**src/rtl/fda_pkg.sv**
```systemverilog
`timescale 1ns / 1ps
// Shared types and constants for the fixed-point to decimal ASCII unit.
// Used by fda_ctrl, fda_datapath and the top level; depends on nothing.
package fda_pkg;

  // Longest text burst, and the width of the per-burst character counter.
  localparam int MAX_RESULTS = 18;
  localparam int CHAR_CNT_W  = 5;

  // ASCII codes of the emitted characters.
  localparam logic [7:0] CHAR_MINUS = 8'h2D;
  localparam logic [7:0] CHAR_DOT   = 8'h2E;
  localparam logic [7:0] CHAR_ZERO  = 8'h30;

  // Source of the character loaded into the output register.
  typedef enum logic [1:0] {
    SEL_MINUS,
    SEL_INT,
    SEL_DOT,
    SEL_FRAC
  } char_sel_t;

  // Commands from the controller to the datapath.
  typedef struct packed {
    logic      load;
    logic      conv;
    logic      int_shift;
    logic      frac_shift;
    logic      emit;
    char_sel_t sel;
    logic      last;
  } fda_cmd_t;

  // Status from the datapath to the controller.
  typedef struct packed {
    logic conv_done;
    logic negative;
    logic int_top_zero;
    logic int_left_zero;
    logic int_left_one;
    logic frac_none;
    logic frac_one;
    logic slot_free;
  } fda_status_t;

endpackage

```
**src/rtl/fda_datapath.sv**
```systemverilog
`timescale 1ns / 1ps
// Datapath of the fixed-point to decimal ASCII unit: bit-serial binary to BCD,
// fraction digit generation by times-ten steps, and the output beat register.
// Depends on fda_pkg; driven by commands from fda_ctrl.
module fda_datapath #(
  parameter int INT_BITS        = 31,
  parameter int FRAC_BITS       = 20,
  parameter int MAX_FRAC_DIGITS = 6
) (
  input  logic                   clk,
  input  logic                   rst,
  input  logic                   negative,
  input  logic [INT_BITS-1:0]    int_part,
  input  logic [FRAC_BITS-1:0]   frac_part,
  input  fda_pkg::fda_cmd_t      cmd,
  output fda_pkg::fda_status_t   status,
  input  logic                   out_stall,
  output logic                   out_valid,
  output logic [7:0]             char_code,
  output logic                   last
);
  import fda_pkg::*;

  // Decimal digits needed for the largest integer part (floor(n*log10(2)) + 1).
  localparam int NDIG        = ((INT_BITS * 1233) >> 12) + 1;
  localparam int BCD_W       = 4 * NDIG;
  localparam int FBCD_W      = 4 * MAX_FRAC_DIGITS;
  localparam int CONV_CYCLES = (INT_BITS > MAX_FRAC_DIGITS) ? INT_BITS : MAX_FRAC_DIGITS;
  localparam int CNT_W       = $clog2(CONV_CYCLES + 1);
  localparam int IDX_W       = $clog2(NDIG + 1);
  localparam int FC_W        = $clog2(MAX_FRAC_DIGITS + 1);

  logic [INT_BITS-1:0]  bin;
  logic [BCD_W-1:0]     bcd;
  logic [FRAC_BITS-1:0] frac_rem;
  logic [FBCD_W-1:0]    fbcd;
  logic [FC_W-1:0]      fcount;
  logic [IDX_W-1:0]     int_left;
  logic [CNT_W-1:0]     cnt;
  logic                 neg;

  logic [BCD_W-1:0]     bcd_adj;
  logic [FRAC_BITS+3:0] frac_x10;
  logic [3:0]           frac_digit;
  logic                 int_active;
  logic                 frac_active;
  logic [7:0]           char_mux;

  // Double-dabble correction: add three to every BCD digit of five or more.
  always_comb begin
    for (int i = 0; i < NDIG; i++) begin
      bcd_adj[4*i +: 4] = (bcd[4*i +: 4] >= 4'd5) ? bcd[4*i +: 4] + 4'd3 : bcd[4*i +: 4];
    end
  end

  // Remainder times ten; the top nibble is the next fraction digit.
  assign frac_x10   = {1'b0, frac_rem, 3'b000} + {3'b000, frac_rem, 1'b0};
  assign frac_digit = frac_x10[FRAC_BITS+3 -: 4];

  // The integer and fraction conversions share one step counter.
  assign int_active  = (cnt < CNT_W'(INT_BITS));
  assign frac_active = (cnt < CNT_W'(MAX_FRAC_DIGITS));

  // Conversion and digit shift registers.
  always_ff @(posedge clk) begin
    if (cmd.load) begin
      bin      <= int_part;
      bcd      <= '0;
      frac_rem <= frac_part;
      fbcd     <= '0;
      fcount   <= '0;
      int_left <= IDX_W'(NDIG);
      cnt      <= '0;
      neg      <= negative;
    end else begin
      if (cmd.conv) begin
        cnt <= cnt + 1'b1;
        if (int_active) begin
          bcd <= BCD_W'({bcd_adj, bin[INT_BITS-1]});
          bin <= INT_BITS'({bin, 1'b0});
        end
        // A fraction digit counts only up to the last nonzero one, so
        // trailing zeros are never emitted.
        if (frac_active) begin
          frac_rem <= frac_x10[FRAC_BITS-1:0];
          fbcd     <= FBCD_W'({fbcd, frac_digit});
          if (frac_digit != 4'd0) begin
            fcount <= FC_W'(cnt) + 1'b1;
          end
        end
      end
      if (cmd.int_shift) begin
        bcd      <= BCD_W'({bcd, 4'h0});
        int_left <= int_left - 1'b1;
      end
      if (cmd.frac_shift) begin
        fbcd   <= FBCD_W'({fbcd, 4'h0});
        fcount <= fcount - 1'b1;
      end
    end
  end

  // Character selection for the next output beat.
  always_comb begin
    unique case (cmd.sel)
      SEL_MINUS: char_mux = CHAR_MINUS;
      SEL_INT:   char_mux = CHAR_ZERO + {4'h0, bcd[BCD_W-1 -: 4]};
      SEL_DOT:   char_mux = CHAR_DOT;
      SEL_FRAC:  char_mux = CHAR_ZERO + {4'h0, fbcd[FBCD_W-1 -: 4]};
    endcase
  end

  // Output beat register; it frees up in the cycle the beat is taken.
  always_ff @(posedge clk) begin
    if (rst) begin
      out_valid <= 1'b0;
    end else if (cmd.emit) begin
      out_valid <= 1'b1;
    end else if (!out_stall) begin
      out_valid <= 1'b0;
    end
  end

  always_ff @(posedge clk) begin
    if (cmd.emit) begin
      char_code <= char_mux;
      last      <= cmd.last;
    end
  end

  // Status back to the controller.
  assign status.conv_done     = (cnt == CNT_W'(CONV_CYCLES - 1));
  assign status.negative      = neg;
  assign status.int_top_zero  = (bcd[BCD_W-1 -: 4] == 4'h0);
  assign status.int_left_zero = (int_left == '0);
  assign status.int_left_one  = (int_left == IDX_W'(1));
  assign status.frac_none     = (fcount == '0);
  assign status.frac_one      = (fcount == FC_W'(1));
  assign status.slot_free     = !out_valid || !out_stall;

endmodule

```
**src/rtl/fda_ctrl.sv**
```systemverilog
`timescale 1ns / 1ps
// Controller of the fixed-point to decimal ASCII unit: sequences conversion,
// leading-zero skip and character emission. Depends on fda_pkg.
module fda_ctrl (
  input  logic                 clk,
  input  logic                 rst,
  input  logic                 in_valid,
  output logic                 in_stall,
  input  fda_pkg::fda_status_t status,
  output fda_pkg::fda_cmd_t    cmd
);
  import fda_pkg::*;

  typedef enum logic [2:0] {
    ST_IDLE,
    ST_CONV,
    ST_SIGN,
    ST_SKIP,
    ST_INT,
    ST_DOT,
    ST_FRAC
  } state_t;

  state_t                state;
  state_t                state_next;
  logic [CHAR_CNT_W-1:0] nchar;
  logic [CHAR_CNT_W-1:0] nchar_next;
  logic                  last_cap;

  // The burst is cut at its longest allowed length.
  assign last_cap = (nchar == CHAR_CNT_W'(MAX_RESULTS - 1));

  // Next state and datapath commands.
  always_comb begin
    state_next = state;
    nchar_next = nchar;
    cmd        = '0;
    unique case (state)
      ST_IDLE: begin
        if (in_valid) begin
          cmd.load   = 1'b1;
          state_next = ST_CONV;
        end
      end
      ST_CONV: begin
        cmd.conv = 1'b1;
        if (status.conv_done) begin
          state_next = ST_SIGN;
        end
      end
      ST_SIGN: begin
        if (!status.negative) begin
          state_next = ST_SKIP;
        end else if (status.slot_free) begin
          cmd.emit   = 1'b1;
          cmd.sel    = SEL_MINUS;
          cmd.last   = last_cap;
          state_next = last_cap ? ST_IDLE : ST_SKIP;
        end
      end
      // Drop leading zero digits, one per cycle.
      ST_SKIP: begin
        if (status.int_left_zero) begin
          state_next = ST_DOT;
        end else if (!status.int_top_zero) begin
          state_next = ST_INT;
        end else begin
          cmd.int_shift = 1'b1;
        end
      end
      ST_INT: begin
        if (status.slot_free) begin
          cmd.emit      = 1'b1;
          cmd.int_shift = 1'b1;
          cmd.sel       = SEL_INT;
          cmd.last      = last_cap;
          if (last_cap) begin
            state_next = ST_IDLE;
          end else if (status.int_left_one) begin
            state_next = ST_DOT;
          end
        end
      end
      ST_DOT: begin
        if (status.slot_free) begin
          cmd.emit   = 1'b1;
          cmd.sel    = SEL_DOT;
          cmd.last   = last_cap || status.frac_none;
          state_next = (last_cap || status.frac_none) ? ST_IDLE : ST_FRAC;
        end
      end
      ST_FRAC: begin
        if (status.slot_free) begin
          cmd.emit       = 1'b1;
          cmd.frac_shift = 1'b1;
          cmd.sel        = SEL_FRAC;
          cmd.last       = last_cap || status.frac_one;
          if (last_cap || status.frac_one) begin
            state_next = ST_IDLE;
          end
        end
      end
      default: begin
        state_next = ST_IDLE;
      end
    endcase
    // Count characters of the current burst.
    if (cmd.load) begin
      nchar_next = '0;
    end else if (cmd.emit) begin
      nchar_next = nchar + 1'b1;
    end
  end

  // State and burst counter.
  always_ff @(posedge clk) begin
    if (rst) begin
      state <= ST_IDLE;
      nchar <= '0;
    end else begin
      state <= state_next;
      nchar <= nchar_next;
    end
  end

  assign in_stall = (state != ST_IDLE);

  // A character is only loaded when the output register can take it.
  a_emit_slot: assert property (@(posedge clk) disable iff (rst)
    cmd.emit |-> status.slot_free)
    else $error("character emitted while output register is occupied");

  // The flagged final character ends the burst.
  a_last_ends: assert property (@(posedge clk) disable iff (rst)
    (cmd.emit && cmd.last) |=> (state == ST_IDLE))
    else $error("controller did not return to idle after the last character");

  // A burst never grows past its maximum length.
  a_burst_len: assert property (@(posedge clk) disable iff (rst)
    nchar <= CHAR_CNT_W'(MAX_RESULTS))
    else $error("burst longer than the maximum character count");

endmodule

```
**src/rtl/fixed_to_decimal_ascii_unit.sv**
```systemverilog
`timescale 1ns / 1ps
// Fixed-point to decimal ASCII unit: turns one sign-magnitude fixed-point
// number into its decimal text, one ASCII character per output beat.
// Depends on fda_pkg, fda_ctrl and fda_datapath.
//
// Input channel: in_valid / in_stall carry negative, int_part and frac_part.
// Output channel: out_valid / out_stall carry char_code and last; last marks
// the final character of each number's text ("-", integer digits without
// leading zeros, ".", then up to MAX_FRAC_DIGITS truncated fraction digits
// with trailing zeros dropped).
// A number is taken only while the unit is idle. The integer part goes through
// a bit-serial binary to BCD converter, with the fraction digits produced
// alongside. For a negative number the minus sign is registered after the
// conversion; otherwise the first character waits for the leading-zero skip.
// A stall on the output holds the current beat and pauses the burst; the next
// number can be accepted while the final beat still waits to be taken.
// Reset empties the output register and returns the controller to idle.
module fixed_to_decimal_ascii_unit #(
  parameter int INT_BITS        = 31,
  parameter int FRAC_BITS       = 20,
  parameter int MAX_FRAC_DIGITS = 6
) (
  input  logic                 clk,
  input  logic                 rst,
  input  logic                 in_valid,
  output logic                 in_stall,
  input  logic                 negative,
  input  logic [INT_BITS-1:0]  int_part,
  input  logic [FRAC_BITS-1:0] frac_part,
  output logic                 out_valid,
  input  logic                 out_stall,
  output logic [7:0]           char_code,
  output logic                 last
);
  import fda_pkg::*;

  fda_cmd_t    cmd;
  fda_status_t status;

  // Sequencer.
  fda_ctrl u_ctrl (
    .clk      (clk),
    .rst      (rst),
    .in_valid (in_valid),
    .in_stall (in_stall),
    .status   (status),
    .cmd      (cmd)
  );

  // Conversion registers and output beat register.
  fda_datapath #(
    .INT_BITS        (INT_BITS),
    .FRAC_BITS       (FRAC_BITS),
    .MAX_FRAC_DIGITS (MAX_FRAC_DIGITS)
  ) u_datapath (
    .clk       (clk),
    .rst       (rst),
    .negative  (negative),
    .int_part  (int_part),
    .frac_part (frac_part),
    .cmd       (cmd),
    .status    (status),
    .out_stall (out_stall),
    .out_valid (out_valid),
    .char_code (char_code),
    .last      (last)
  );

endmodule
```
**config.mk**
```make
export PLATFORM = sky130hd
export DESIGN_NAME = fixed_to_decimal_ascii_unit
export DESIGN_NICKNAME = d
export VERILOG_FILES = /design/src/rtl/fda_pkg.sv /design/src/rtl/fda_datapath.sv /design/src/rtl/fda_ctrl.sv /design/src/rtl/fixed_to_decimal_ascii_unit.sv
export SDC_FILE = /design/constraint.sdc
export NUM_CORES = 1
export LEC_CHECK = 0
export BUFFER_PORTS_ARGS = -buffer_cell sky130_fd_sc_hd__clkbuf_2
export CAP_MARGIN = 20
export CELL_PAD_IN_SITES_DETAIL_PLACEMENT = 0
export CELL_PAD_IN_SITES_GLOBAL_PLACEMENT = 1
export CORE_MARGIN = 3
export CORE_UTILIZATION = 45
export CTS_CLUSTER_SIZE = 40
export DETAILED_ROUTE_END_ITERATION = 12
export PLACE_DENSITY = 0.77
export SETUP_SLACK_MARGIN = 0.15
export SYNTH_ARGS = -nofsm -noshare
export SYNTH_HDL_FRONTEND = slang
export SYNTH_SLANG_ARGS = --single-unit
```
**constraint.sdc**
```tcl
create_clock -name clk -period 5.89 [get_ports clk]
set_clock_uncertainty 0.05 [all_clocks]
set_input_delay 1.178 -clock clk [delete_from_list [all_inputs] [get_ports clk]]
set_output_delay 1.178 -clock clk [all_outputs]
set_load 0.01 [all_outputs]
```
# After elaboration in Yosys (flattened, before gate mapping)

Index checks and enable logic that the tools add are counted.

Logic and storage cells: 157
Memories: 0
Output and inout bits: 11
Register bits: 146
Memory bits (read-only): 0
Memory bits (writable): 0
Bits in latches: 0
Input bits: 56

$lt $le $gt $ge: 12
$add $sub $neg: 18
Multipliers: 0
Reduce and logical (&&, ||, !) cells: 31
Bitwise operators: 0
Mux-type cells: 58
Shift operators: 0
Div/mod/pow operators: 0
Equal/unequal tests: 23

Operators by type and width:

| kind                  | count |
|---|---|
| $mux W40              | 3 |
| $mux W31              | 3 |
| $mux W24              | 3 |
| $mux W20              | 3 |
| $mux W3               | 18 |
| $mux W4               | 13 |
| $ge A4 B3 Y1 const B  | 10 |
| $add A4 B2 Y4 const B | 9 |
| $pmux W8 S4           | 1 |
| $add A23 B21 Y24      | 1 |
| $pmux W3 S7           | 1 |
| $pmux W4 S4           | 1 |
| $reduce_bool A2 Y1    | 8 |
| $add A6 B4 Y7 const A | 2 |
| $reduce_and A2 Y1     | 6 |
| $add A5 B1 Y5 const B | 2 |
| $eq A5 B5 Y1 const B  | 2 |
| $ne A2 B2 Y1 const B  | 5 |
| $eq A3 B3 Y1 const B  | 3 |
| $mux W1               | 9 |
| $reduce_and A9 Y1     | 1 |
| $logic_not A4 Y1      | 2 |
| $eq A3 B1 Y1 const B  | 2 |
| $eq A3 B2 Y1 const B  | 2 |
| 23 further kinds      | 32 |

# Longest topological paths before layout

Gate-level depths: netlist of run 1.

Word-level depth: 7
Gate-level depth with buffers: 11
Gate-level depth less buffers: 11

# By module

From an unflattened synthesis of run 1, not the netlist that was laid out.

Cell total of the unflattened synthesis: 890
Area, all modules: 8005.2 sq um

By module, submodules not included:

| module       | times used | area each (sq um) | cells an instance | seq. area each (sq um) |
|---|---|---|---|---|
| fda_datapath | 1          | 7328.3            | 806               | 3283.1 |
| fda_ctrl     | 1          | 676.9             | 84                | 160.2 |

# Worst setup path after synthesis of run 1

Ideal clock, no wire load.

Kind: input to register
From: input port in_valid
To: register u_datapath.bin[0] (enable)
Required time: 5369 ps
Stages on the path: 3
Buffers on the path: 1
Setup slack: 3173 ps
Data arrival time: 2196 ps
Cells stage by stage: nand2_1 clkbuf_1 nand2_1

Word-level cells in the longest chain between the ends: 4

Ends and longest elaborated chain:

| item                                 | RTL line                          | RTL |
|---|---|---|
| start: declaration                   | fixed_to_decimal_ascii_unit.sv:25 | `input logic in_valid,` |
| $mux W1 *                            | fda_ctrl.sv:40                    | `if (in_valid) begin` |
| $mux W1 *                            | fda_ctrl.sv:38                    | `unique case (state)` |
| $reduce_bool A2 Y1 (no source line)  | --                                |  |
| $reduce_and A2 Y1 (no source line) * | --                                |  |
| end signal: assignment               | fda_datapath.sv:67                | `bin <= int_part;` |
| end signal: assignment               | fda_datapath.sv:80                | `bin <= INT_BITS'({bin, 1'b0});` |
| end: declaration                     | fda_datapath.sv:33                | `logic [INT_BITS-1:0] bin;` |

Every way passes the cells marked *; elsewhere a longest branch is shown, timed or not.
A chain may end at the register's enable or synchronous reset.

# Final worst setup path of run 1

From: input port out_stall
To: register u_datapath.bcd[32]

Word-level cells in the longest chain between the ends: 6

Ends and longest elaborated chain:

| item                                | RTL line                          | RTL |
|---|---|---|
| start: declaration                  | fixed_to_decimal_ascii_unit.sv:31 | `input logic out_stall,` |
| $logic_not A1 Y1 *                  | --                                |  |
| $logic_or A1 B1 Y1 *                | fda_datapath.sv:139               | `assign status.slot_free = !out_valid \|\| !out_stall;` |
| $mux W1 *                           | fda_ctrl.sv:72                    | `if (status.slot_free) begin` |
| $pmux W1 S2 *                       | fda_ctrl.sv:38                    |  |
| $reduce_bool A2 Y1 (no source line) | --                                |  |
| $reduce_and A2 Y1 (no source line)  | --                                |  |
| end signal: assignment              | fda_datapath.sv:79                | `bcd <= BCD_W'({bcd_adj, bin[INT_BITS-1]});` |
| end signal: assignment              | fda_datapath.sv:93                | `bcd <= BCD_W'({bcd, 4'h0});` |
| end: declaration                    | fda_datapath.sv:34                | `logic [BCD_W-1:0] bcd;` |

Marks and branches as above.

==> results of run 1 <==
==> per-layer routing <==
metal  vias to the layer above  global-route usage (%)  share of wire (%)
met5                         -                       0                  0
li1                       3271                       -                  -
met2                        75                    28.1                 46
met1                      2901                    24.8                 50
met4                         0                    5.49                1.3
met3                        20                    3.80                3.2
==> cells by family (layout without fill, tap and decap cells) <==
kind of cell / after synthesis / in the layout
adder cells (fa/ha/maj): 49 / 49
XOR/XNOR: 38 / 38
AND/OR/NAND/NOR: 376 / 376
multiplexers: 4 / 4
buffers and inverters: 80 / 137
AO/OA/AOI/OAI: 220 / 220
flip-flops: 143 / 143
other: 2 / 3
==> Yosys cell counts, types with 12 or more instances <==
library cell | instances | area share, %
o21ai_0 | 35 | 2.3
inv_1 | 34 | 1.6
dfxtp_1 | 85 | 22
nand2b_1 | 14 | 1.1
edfxtp_1 | 58 | 22
nor3_1 | 23 | 1.5
nand2_1 | 180 | 8.7
a221oi_1 | 26 | 2.9
xnor2_1 | 26 | 2.9
nand3_1 | 12 | 0.78
nor2_1 | 112 | 5.4
clkbuf_1 | 31 | 1.5
a21oi_1 | 99 | 6.4
ha_1 | 48 | 7.8
xor2_1 | 12 | 1.4
==> where the power goes <==
part / switching, mW / total [mW] / internal [mW]
Sequential: 0.172 / 1.61 / 1.44
Clock: 0.408 / 0.965 / 0.557
Combinational: 1.19 / 1.95 / 0.758
==> final cells by class <==
type	count	share of cell area [%]
clock buffer	21	5.26
clock inverter	11	0.772
inverter	34	1.47
multi-input combinational	690	45.6
sequential	143	39.3
tap	220	3.14
timing repair buffer	71	4.43
==> final timing paths <==
path	start	to	cells past startpoint
min	u_datapath.fbcd[9]	u_datapath.fbcd[9]	2
max reg2reg	u_datapath.frac_rem[2]	u_datapath.frac_rem[17]	11
min reg2reg	u_datapath.fbcd[9]	u_datapath.fbcd[9]	2
max	out_stall	u_datapath.bcd[32]	10
==> worst max-delay path: stages <==
cell      delay [ns]
clkbuf_2        0.10
nand2_1         0.14
nand2_1         0.12
nor2_1          0.26
a21o_1          0.17
buf_4           0.44
nor2_2          0.26
buf_4           0.28
a221oi_1        0.26
nor2_1          0.07
==> per-stage QoR <==
| step | power, mW | util, % |
|---|---|---|
| 2_1_floorplan | 3.14 | - |
| 3_3_place_gp | 3.58 | 49.3 |
| 3_5_place_dp | 3.59 | 49.3 |
| 4_1_cts | 4.58 | 52.4 |
| 5_1_grt | 4.91 | 52.4 |
| 6_report | 4.52 | 52.4 |
==> state kept, by name, summed over array words and instances (netlist names), 3 cells and up <==
register              count
u_ctrl.nchar              5
u_ctrl.state              3
u_datapath.bcd           40
u_datapath.bin           31
u_datapath.char_code      5
u_datapath.cnt            5
u_datapath.fbcd          24
u_datapath.fcount         3
u_datapath.frac_rem      20
u_datapath.int_left       4
==> impl_results.md, run 1 <==
- FF+latch area: roughly 0.0034 mm^2
- CTS tree: done
- Effective utilization at floorplan: a little under half
- Number of antenna repair diodes: 0
- Number of failing setup endpoints in the final timing report: 0
- Dominant combinational cell family by area after synthesis: simple AND/OR/NAND/NOR gates
- Setup crit start kind: input pin
- Core outline area: 0.0167 mm^2
- Boundary Pins: between 60 and 70
- Multi-input combinational cell area: 0.00399 mm^2
- Synthesized area per cell: roughly 8.5 um^2
- Share of post-route cells with drive strength above 1: 11.6%
- Leak pwr: about 3.5 nW
- Total Die Area: approximately 0.019 mm^2
- Global route total overflow: 0
- Setup TNS Final: 0 ns
- Post-cts gate resize count: 0
- Max-cap violation count: 0
- Post-synth ARST share: 0%
- Worst R2R Setup Slack: 2.93 ns
- GRT Overall Usage: ~18%
- XOR/XNOR Fraction of Synth Area: about 4.3%
- Number of flops mapped to enable cells by yosys: a little under 60
- Max Slew Vio Count: 0
- Fraction of the cycle the final worst path needs: ~52%
- Maximum achievable frequency: around 330 MHz
- Area of all placed cells without fillers: a little under 0.009 mm^2
- Data required time of the worst path: about 6.1 ns
- Outcome: finished clean
- Worst setup path category: input pin to register
- Number of routed nets with antenna violations: 0
- Final weighted congestion in routability-driven placement: approximately 0.83
- Drt pass-1 iters: 5
- Number of hold-repair buffers added at the cts stage: 0
- First-pass GRT wire length: ~27 mm
- DP HPWL: about 11 mm
- Filler Cell Count: 1,618
- Setup repair after global routing missed its margin: false
- Vias in the first global route: approximately 5,800
- Mean routed wirelength per cell: 13.9 um
- Post-synthesis to final-layout area growth: 13.0%
- Tightest Pin Transition: 0.999 ns
- Post-synthesis share of cell area spent on full adders, half adders and majority gates: under 10%
- Headroom to the max-slew limit: between 30% and 40%
- Number of antenna violations at the first check in global routing: 0
- Arrival time of data at the critical path endpoint: around 3.3 ns
- Count of clock tree sinks: ~140
- Post-Syn Area: 0.00775 mm^2
- 1st-iter DRT viols: 360
- Leading cell types in the layout, fill and taps excluded: nand2_1 (179), nor2_1 (111), a21oi_1 (99), dfxtp_1 (85), clkbuf_2 (63)
- Simple-Gate Fraction of Synth Area: around a fifth
- Count of state elements after synthesis: about 140
- Post-DR vias/cell: between 5 and 6
- Clock Root Buffer: clkbuf_16
- Type of the most critical hold path: register to register
- Final Net Count: approximately 1,100
- Final Critical Period: a little over 3 ns
- Number of distinct library cell variants in the gate-level netlist after synthesis: 55
- Most frequently used flop master after synthesis: dfxtp_1
- Count of input and output buffers: 63
- Worst Hold Slack: 0.403 ns
- Core Rows: 47
- Areal power density over the cells: just over 500 mW/mm^2
- Clock transition at the registers of the reported paths: approximately 0.060 ns
- Maximum number of pins on one net before global-route repair: 86
- CTS Buffer Depth: 2
- Worst setup EP type: register
- Vias: approximately 6,300
- Commonest non-fill, non-tap cell in the layout: nand2_1
- TritonCTS buffer count: 17
- Sequential area share after synthesis: between 40 and 50%
- Yosys warning count: 0
- Synthesized netlist cell count: approximately 910
- Detailed Route WL: roughly 17 mm
- Complex-gate fraction of the synthesized area: ~18%
- Multiplexer share of the synthesized area: 0.517%
- Non-Filler Instances: between 1,000 and 1,500
- Max Fanout on Critical Path: 49
- Minimum setup slack after placement: between 2 and 2.5 ns
- Height of the chip: between 100 and 150 um
- Insertion delay to the later sink of the worst-skew pair: approximately 0.42 ns
- Die extent in x: around 140 um
- Number of remaining DRC errors: 0
- Placed Instance Area: 0.00823 mm^2
- Max H-tree Level: 4
- Placed Instances: between 1,000 and 1,500
- Worst setup slack after layout: between 2 and 3 ns
- Hold Fails Final Rpt: 0
- IR drop worst, VDD: ~250 uV
- Post-CTS setup buffers: 0
Power figures use the tool's default switching activity.
==> run 2: changes to the inputs <==
--- a/config.mk
+++ b/config.mk
@@ -10,10 +10,10 @@
 export CELL_PAD_IN_SITES_DETAIL_PLACEMENT = 0
 export CELL_PAD_IN_SITES_GLOBAL_PLACEMENT = 1
 export CORE_MARGIN = 3
-export CORE_UTILIZATION = 45
+export CORE_UTILIZATION = 41
 export CTS_CLUSTER_SIZE = 40
 export DETAILED_ROUTE_END_ITERATION = 12
-export PLACE_DENSITY = 0.77
+export PLACE_DENSITY = 0.74
 export SETUP_SLACK_MARGIN = 0.15
 export SYNTH_ARGS = -nofsm -noshare
 export SYNTH_HDL_FRONTEND = slang
==> constraint.sdc (replaced) <==
create_clock -name clk -period 2.5 [get_ports clk]
set_clock_uncertainty 0.05 [all_clocks]
set_input_delay 0.5 -clock clk [delete_from_list [all_inputs] [get_ports clk]]
set_output_delay 0.5 -clock clk [all_outputs]
set_load 0.01 [all_outputs]
==> impl_results.md, run 2 (same netlist as run 1, synthesis figures left out) <==
- Flip-flop count of the largest register after layout: 40
- Leading cell types in the layout, fill and taps excluded: nand2_1 (177), nor2_1 (111), a21oi_1 (93), dfxtp_1 (85), clkbuf_2 (63)
- Arrival time of data at the critical path endpoint: approximately 2.8 ns
- Post-DR vias/cell: 5.24
- Register name with the most flops: u_datapath.bcd
- Area of all placed cells without fillers: roughly 0.0094 mm^2
- Final Critical Period: approximately 2.6 ns
- Registers with the most flip-flops: u_datapath.bcd: 40 flops, u_datapath.bin: 31 flops, u_datapath.fbcd: 24 flops
- Boundary Pins: 67
- Effective utilization at floorplan: a little over two fifths
- Max Slew Vio Count: 0
- CTS tree: done
- 1st-iter DRT viols: 285
- Max-cap violation count: 0
- Crit-path slowest cell: edfxtp_1
- Maximum achievable frequency: 377 MHz
- Worst path max stage delay: just over 0.4 ns
- Total Die Area: around 0.02 mm^2
- Number of failing setup endpoints in the final timing report: 5
- Setup repair after global routing missed its margin: true
- Clock Root Buffer: clkbuf_16
- Data required time of the worst path: approximately 2.6 ns
- Number of routed nets with antenna violations: 0
- Final Net Count: 1,102
- Worst path bufs/invs: 0
- Type of the most critical hold path: input pin to register
- Count of clock tree sinks: 143
- Drt pass-1 iters: 4
- Library cell appearing most often on the critical path: a21oi_2
- Failing checks: negative setup slack
- Insertion delay to the later sink of the worst-skew pair: ~0.42 ns
- Non-Filler Instances: between 1,000 and 1,500
- First-pass GRT wire length: approximately 29 mm
- Commonest non-fill, non-tap cell in the layout: nand2_1
- Vias: 6,492
- GRT Overall Usage: approximately 17%
- Count of input and output buffers: between 60 and 70
- Worst setup path category: register to register
- DP HPWL: between 10 and 15 mm
- Detailed Route WL: between 15 and 20 mm
- Cell chain of the critical path: ha_2, fa_2, a21o_1, a21oi_2, o21ai_2, a311o_1, a21oi_2, o21ai_1, a21oi_2, xor2_1, o21ai_1
- TritonCTS buffer count: 17
- Setup crit start kind: register
- Height of the chip: ~140 um
- Placed Instances: around 1,200
- Maximum number of pins on one net before global-route repair: 43
- Number of antenna violations at the first check in global routing: 0
- Placed Instance Area: between 0.008 and 0.009 mm^2
- CTS Buffer Depth: 2
- Fraction of the cycle the final worst path needs: 106%
- Core Rows: 49
- Worst setup EP type: register
- Areal power density over the cells: 1310 mW/mm^2
- Share of post-route cells with drive strength above 1: 17.4%
- Minimum setup slack after placement: -0.132 ns
- Max H-tree Level: 4
- Final weighted congestion in routability-driven placement: around 0.84
- Mean routed wirelength per cell: between 10 and 15 um
- Worst setup slack after layout: -0.149 ns
- Clock transition at the registers of the reported paths: 0.07 ns
- Number of antenna repair diodes: 0
- Core outline area: 0.0183 mm^2
- Die extent in x: 143 um
- Outcome: finished, violations left
- Post-route total power: roughly 12 mW
- Leak pwr: roughly 3.7 nW
- IR drop worst, VDD: 487 uV
- Global route total overflow: 0
- Kind of cell adding the most delay to the critical path: compound AO/OA/AOI/OAI gates
- Max Fanout on Critical Path: 3
- Number of hold-repair buffers added at the cts stage: 0
- Vias in the first global route: roughly 6,000
- Post-layout utilization of the core: roughly half
- Hold Fails Final Rpt: 0
- Post-synthesis to final-layout area growth: 20.7%
- Number of remaining DRC errors: 0
run 2: cell types whose count changed in the layout (fill, tap and decap cells not counted), moves of 5 or more:
cell      before  now
a21oi_1       99   93
inv_8          0    6
clkinv_2       7    1
a21oi_2        2    7
buf_12         1    6
buf_4          7   39
run 2: repair_timing:
| action | CTS | global route |
|---|---|---|
| pin swaps | 18 | 13 |
| endpoints found under the setup margin | 14 | 17 |
| gates cloned | 0 | 0 |
| gates resized for setup | 10 | 16 |
| buffers inserted | 6 | 2 |
run 2: area by class of cell:
class | count | area (um^2)
Fill cell | 1770 | 8920
Multi-Input combinational cell | 690 | 4120
Clock buffer | 17 | 425
Sequential cell | 143 | 3440
Inverter | 34 | 129
Timing Repair Buffer | 111 | 762
Clock inverter | 15 | 189
Tap cell | 229 | 287
run 2: worst paths after layout:
kind | from | end | slack (ns) | cells after the start
hold reg to reg | u_datapath.fbcd[10] | u_datapath.fbcd[10] | 0.40 | 2
setup reg to reg | u_datapath.frac_rem[2] | u_datapath.frac_rem[19] | -0.15 | 11
setup / recovery | u_datapath.frac_rem[2] | u_datapath.frac_rem[19] | -0.15 | 11
hold / removal | negative | u_datapath.neg | 0.22 | 1
run 2: metal layers:
layer,global-route usage (%),up-vias,share of wire (%)
met2,27.4,84,46
met4,4.91,0,1.2
met3,3.73,16,3.2
li1,-,3363,-
met1,24.1,3029,50
met5,0,-,0
run 2: power by group:
group          internal [mW]  total, mW  switching [mW]
combinational           2.57       5.86            3.29
sequential              3.37       3.74           0.371
clock                   1.45       2.63            1.18
total                   7.39       12.2            4.84
run 2: per-stage QoR:
stage	hold slack, ns	setup TNS (ns)
finish	0.219	-0.437
floorplan	0.379	-0.0273
global route	0.202	-1.52
CTS	0.198	-0.377
global placement	0.390	-0.252
detailed placement	0.395	-0.406
==> run 3: changes to the inputs <==
--- a/config.mk
+++ b/config.mk
@@ -5,12 +5,13 @@
 export SDC_FILE = /design/constraint.sdc
 export NUM_CORES = 1
 export LEC_CHECK = 0
+export ABC_AREA = 1
 export BUFFER_PORTS_ARGS = -buffer_cell sky130_fd_sc_hd__clkbuf_2
 export CAP_MARGIN = 20
 export CELL_PAD_IN_SITES_DETAIL_PLACEMENT = 0
 export CELL_PAD_IN_SITES_GLOBAL_PLACEMENT = 1
 export CORE_MARGIN = 3
-export CORE_UTILIZATION = 41
+export CORE_UTILIZATION = 40
 export CTS_CLUSTER_SIZE = 40
 export DETAILED_ROUTE_END_ITERATION = 12
 export PLACE_DENSITY = 0.74
==> impl_results.md, run 3 <==
- Outcome: finished clean
- Commonest non-fill, non-tap cell in the layout: nand2_1
- Count of input and output buffers: 63
- Placed Instances: roughly 1,400
- Max H-tree Level: 4
- Max Slew Vio Count: 0
- Clock transition at the registers of the reported paths: 0.07 ns
- CTS Buffer Depth: 2
- Max-cap violation count: 0
- Met2 Wirelength: 8.42 mm
- Number of antenna violations at the first check in global routing: 0
- Top Layer Used: met4
- Share of post-route cells with drive strength above 1: 15.1%
- Length of routed wiring on met1: slightly above 9 mm
- Worst Hold Slack: 0.222 ns
- Cell type contributing the most total cell area after synthesis: edfxtp_1
- Setup repair after global routing missed its margin: false
- Count of clock tree sinks: approximately 140
- Number of failing setup endpoints in the final timing report: 0
- Boundary Pins: 67
- Count of state elements after synthesis: around 140
- Tightest Pin Transition: roughly 0.58 ns
- Cell chain of the critical path: ha_1, nand2_1, o21ai_0, a21oi_2, nand3_1, nand2_1, nor2_1, nand2_1, nand2_2, nand2_1, nand2_1, nor2_1
- Clock Root Buffer: clkbuf_16
- Leading cell types in the layout, fill and taps excluded: nand2_1 (279), inv_1 (121), nor2_1 (115), o21ai_0 (85), dfxtp_1 (85)
- Synthesized netlist cell count: roughly 1,100
- Headroom to the max-slew limit: between 60 and 70%
- Core outline area: between 0.015 and 0.02 mm^2
- Max Fanout on Critical Path: 6
- Post-Syn Area: just over 0.008 mm^2
- Post-DR vias/cell: roughly 4.9
- Die extent in x: between 100 and 150 um
- Sequential area share after synthesis: 42.5%
- Library cell appearing most often on the critical path: nand2_1
- Int Pwr: roughly 7.5 mW
- Vias: 6,925
- Synth top area cells: edfxtp_1 (22%), dfxtp_1 (21%), nand2_1 (13%)
- Routed wire length on met3: ~570 um
- Arrival time of data at the critical path endpoint: around 2.5 ns
- Post-synthesis to final-layout area growth: 18.7%
- Final Critical Period: 2.20 ns
- Core Rows: 51
- Final weighted congestion in routability-driven placement: about 0.84
- Filler Cell Count: 2,016
- Hold depth: 1
- Sequential power share: ~32%
- Global route total overflow: 0
- Post-synth ARST share: 0%
- Area fraction of the dominant cell type after synthesis: a little over a fifth
- Crit-path slowest cell: edfxtp_1
- Total Die Area: between 0.02 and 0.025 mm^2
- Worst setup EP type: register
- Share of power burned in the clock network: between 10% and 20%
- Number of antenna repair diodes: 0
- Net switching fraction of the power: ~43%
- Vias in the first global route: between 6,000 and 7,000
- Gate power share: 49.0%
- Register name with the most flops: u_datapath.bcd
- Mean routed wirelength per cell: ~13 um
- Hold Fails Final Rpt: 0
- Setup crit start kind: register
- GRT Overall Usage: about 17%
- Setup TNS Final: 0 ns
- Count of cells along the worst register-to-register path: 12
- Worst path max stage delay: between 0.4 and 0.5 ns
- Worst setup path category: register to register
- Flip-flop count of the largest register after layout: 40
- Most frequently used flop master after synthesis: dfxtp_1
- Yosys warning count: 0
- Number of remaining DRC errors: 0
- Non-Filler Instances: 1,415
- Data required time of the worst path: 2.77 ns
- Net switching component of the power: ~5.6 mW
- Drt pass-1 iters: 5
- Leading cell types by count after synthesis: nand2_1 (283), inv_1 (121), nor2_1 (121)
- First-pass GRT wire length: about 31 mm
- Effective utilization at floorplan: between 40 and 50%
- Areal power density over the cells: around 1400 mW/mm^2
- Synthesized area per cell: about 7.6 um^2
- Multi-input combinational cell area: approximately 0.0043 mm^2
- Registers with the most flip-flops: u_datapath.bcd: 40 flops, u_datapath.bin: 31 flops, u_datapath.fbcd: 24 flops
- IR drop worst, VDD: between 500 and 600 uV
- 1st-iter DRT viols: 344
- Type of the most critical hold path: input pin to register
- CTS tree: done
- Height of the chip: around 150 um
- FF+latch area: around 0.0034 mm^2
- Most instantiated library cell after synthesis: nand2_1
- Insertion delay to the later sink of the worst-skew pair: roughly 0.43 ns
- Number of flops mapped to enable cells by yosys: 58
- Leak pwr: roughly 4.3 nW
- Detailed Route WL: roughly 18 mm
- DP HPWL: 12.9 mm
- Number of routed nets with antenna violations: 0
- Final Net Count: roughly 1,200
- TritonCTS buffer count: 17
- Fraction of the cycle the final worst path needs: approximately 88%
- Maximum number of pins on one net before global-route repair: between 100 and 150
- Number of distinct library cell variants in the gate-level netlist after synthesis: between 40 and 50
- Maximum achievable frequency: ~450 MHz
==> run 3: changes by cell type after synthesis, sizes merged, moves of 22 or more <==
cell / before / now
inv: 34 / 127
o21ai: 46 / 87
nand2: 180 / 287
a21oi: 101 / 65
xnor2: 26 / 4
==> run 3: through the flow <==
stage,utilization [%],total power [mW],cell area (um^2),worst slack (ns)
2_1_floorplan,-,8.34,8100,0.202
4_1_cts,47.5,12.5,9340,0.185
5_1_grt,48.9,14.3,9610,0.0790
3_5_place_dp,44.6,9.98,8760,0.133
6_report,48.9,13.1,9610,0.301
3_3_place_gp,44.6,9.99,8760,0.196
==> run 3: power groups by stage <==
stage | logic (mW) | registers [mW] | clock network [mW]
finish | 6.41 | 4.18 | 2.49
global route | 7.35 | 4.29 | 2.67
CTS | 5.89 | 4.09 | 2.56
detailed placement | 5.85 | 4.13 | 0
global placement | 5.87 | 4.12 | 0
floorplan | 4.33 | 4.01 | 0
==> run 3: worst paths after layout <==
check / from / slack, ns / end
min: negative / 0.22 / u_datapath.neg
max: u_datapath.frac_rem[12] / 0.30 / u_datapath.fcount[2]
min reg2reg: u_datapath.fbcd[2] / 0.42 / u_datapath.fbcd[6]
max reg2reg: u_datapath.frac_rem[12] / 0.30 / u_datapath.fcount[2]
==> run 3: kinds of logic after synthesis <==
family | synth area share [%]
fa+ha+maj | 7.66
compound gates | 15.9
flops | 42.5
buf+inv | 8.03
xor+xnor | 2.16
simple gates | 23.6
other cells | 0.0927
==> run 3: worst max-delay path, delay by kind of cell (launching register included) <==
family,cells,cell delay [ns]
DFF,1,0.45
AOI/OAI and AO/OA,2,0.50
adders and majority gates,1,0.40
and+or+nand+nor,9,0.70
==> run 3: repair_timing <==
item                       in CTS  in global routing
setup buffers                   0                  4
hold buffers                    0                  0
hold endpoints to repair        0                  0
gates resized for setup         1                 40
pin swaps                       0                  8
setup endpoints to repair       4                  8
==> run 3: area by class of cell <==
class                           count  area share (%)
Clock buffer                       17            4.43
Clock inverter                     15            1.55
Inverter                          127            4.99
Multi-Input combinational cell    761            44.3
Sequential cell                   143            35.8
Tap cell                          265            3.45
Timing Repair Buffer               87            5.42
==> run 3: metal layers <==
| layer | vias to the layer above | GRT usage, % |
|---|---|---|
| met5 | - | 0 |
| met4 | 0 | 4.20 |
| met3 | 13 | 3.50 |
| met2 | 83 | 27.8 |
| met1 | 3149 | 23.4 |
| li1 | 3680 | - |
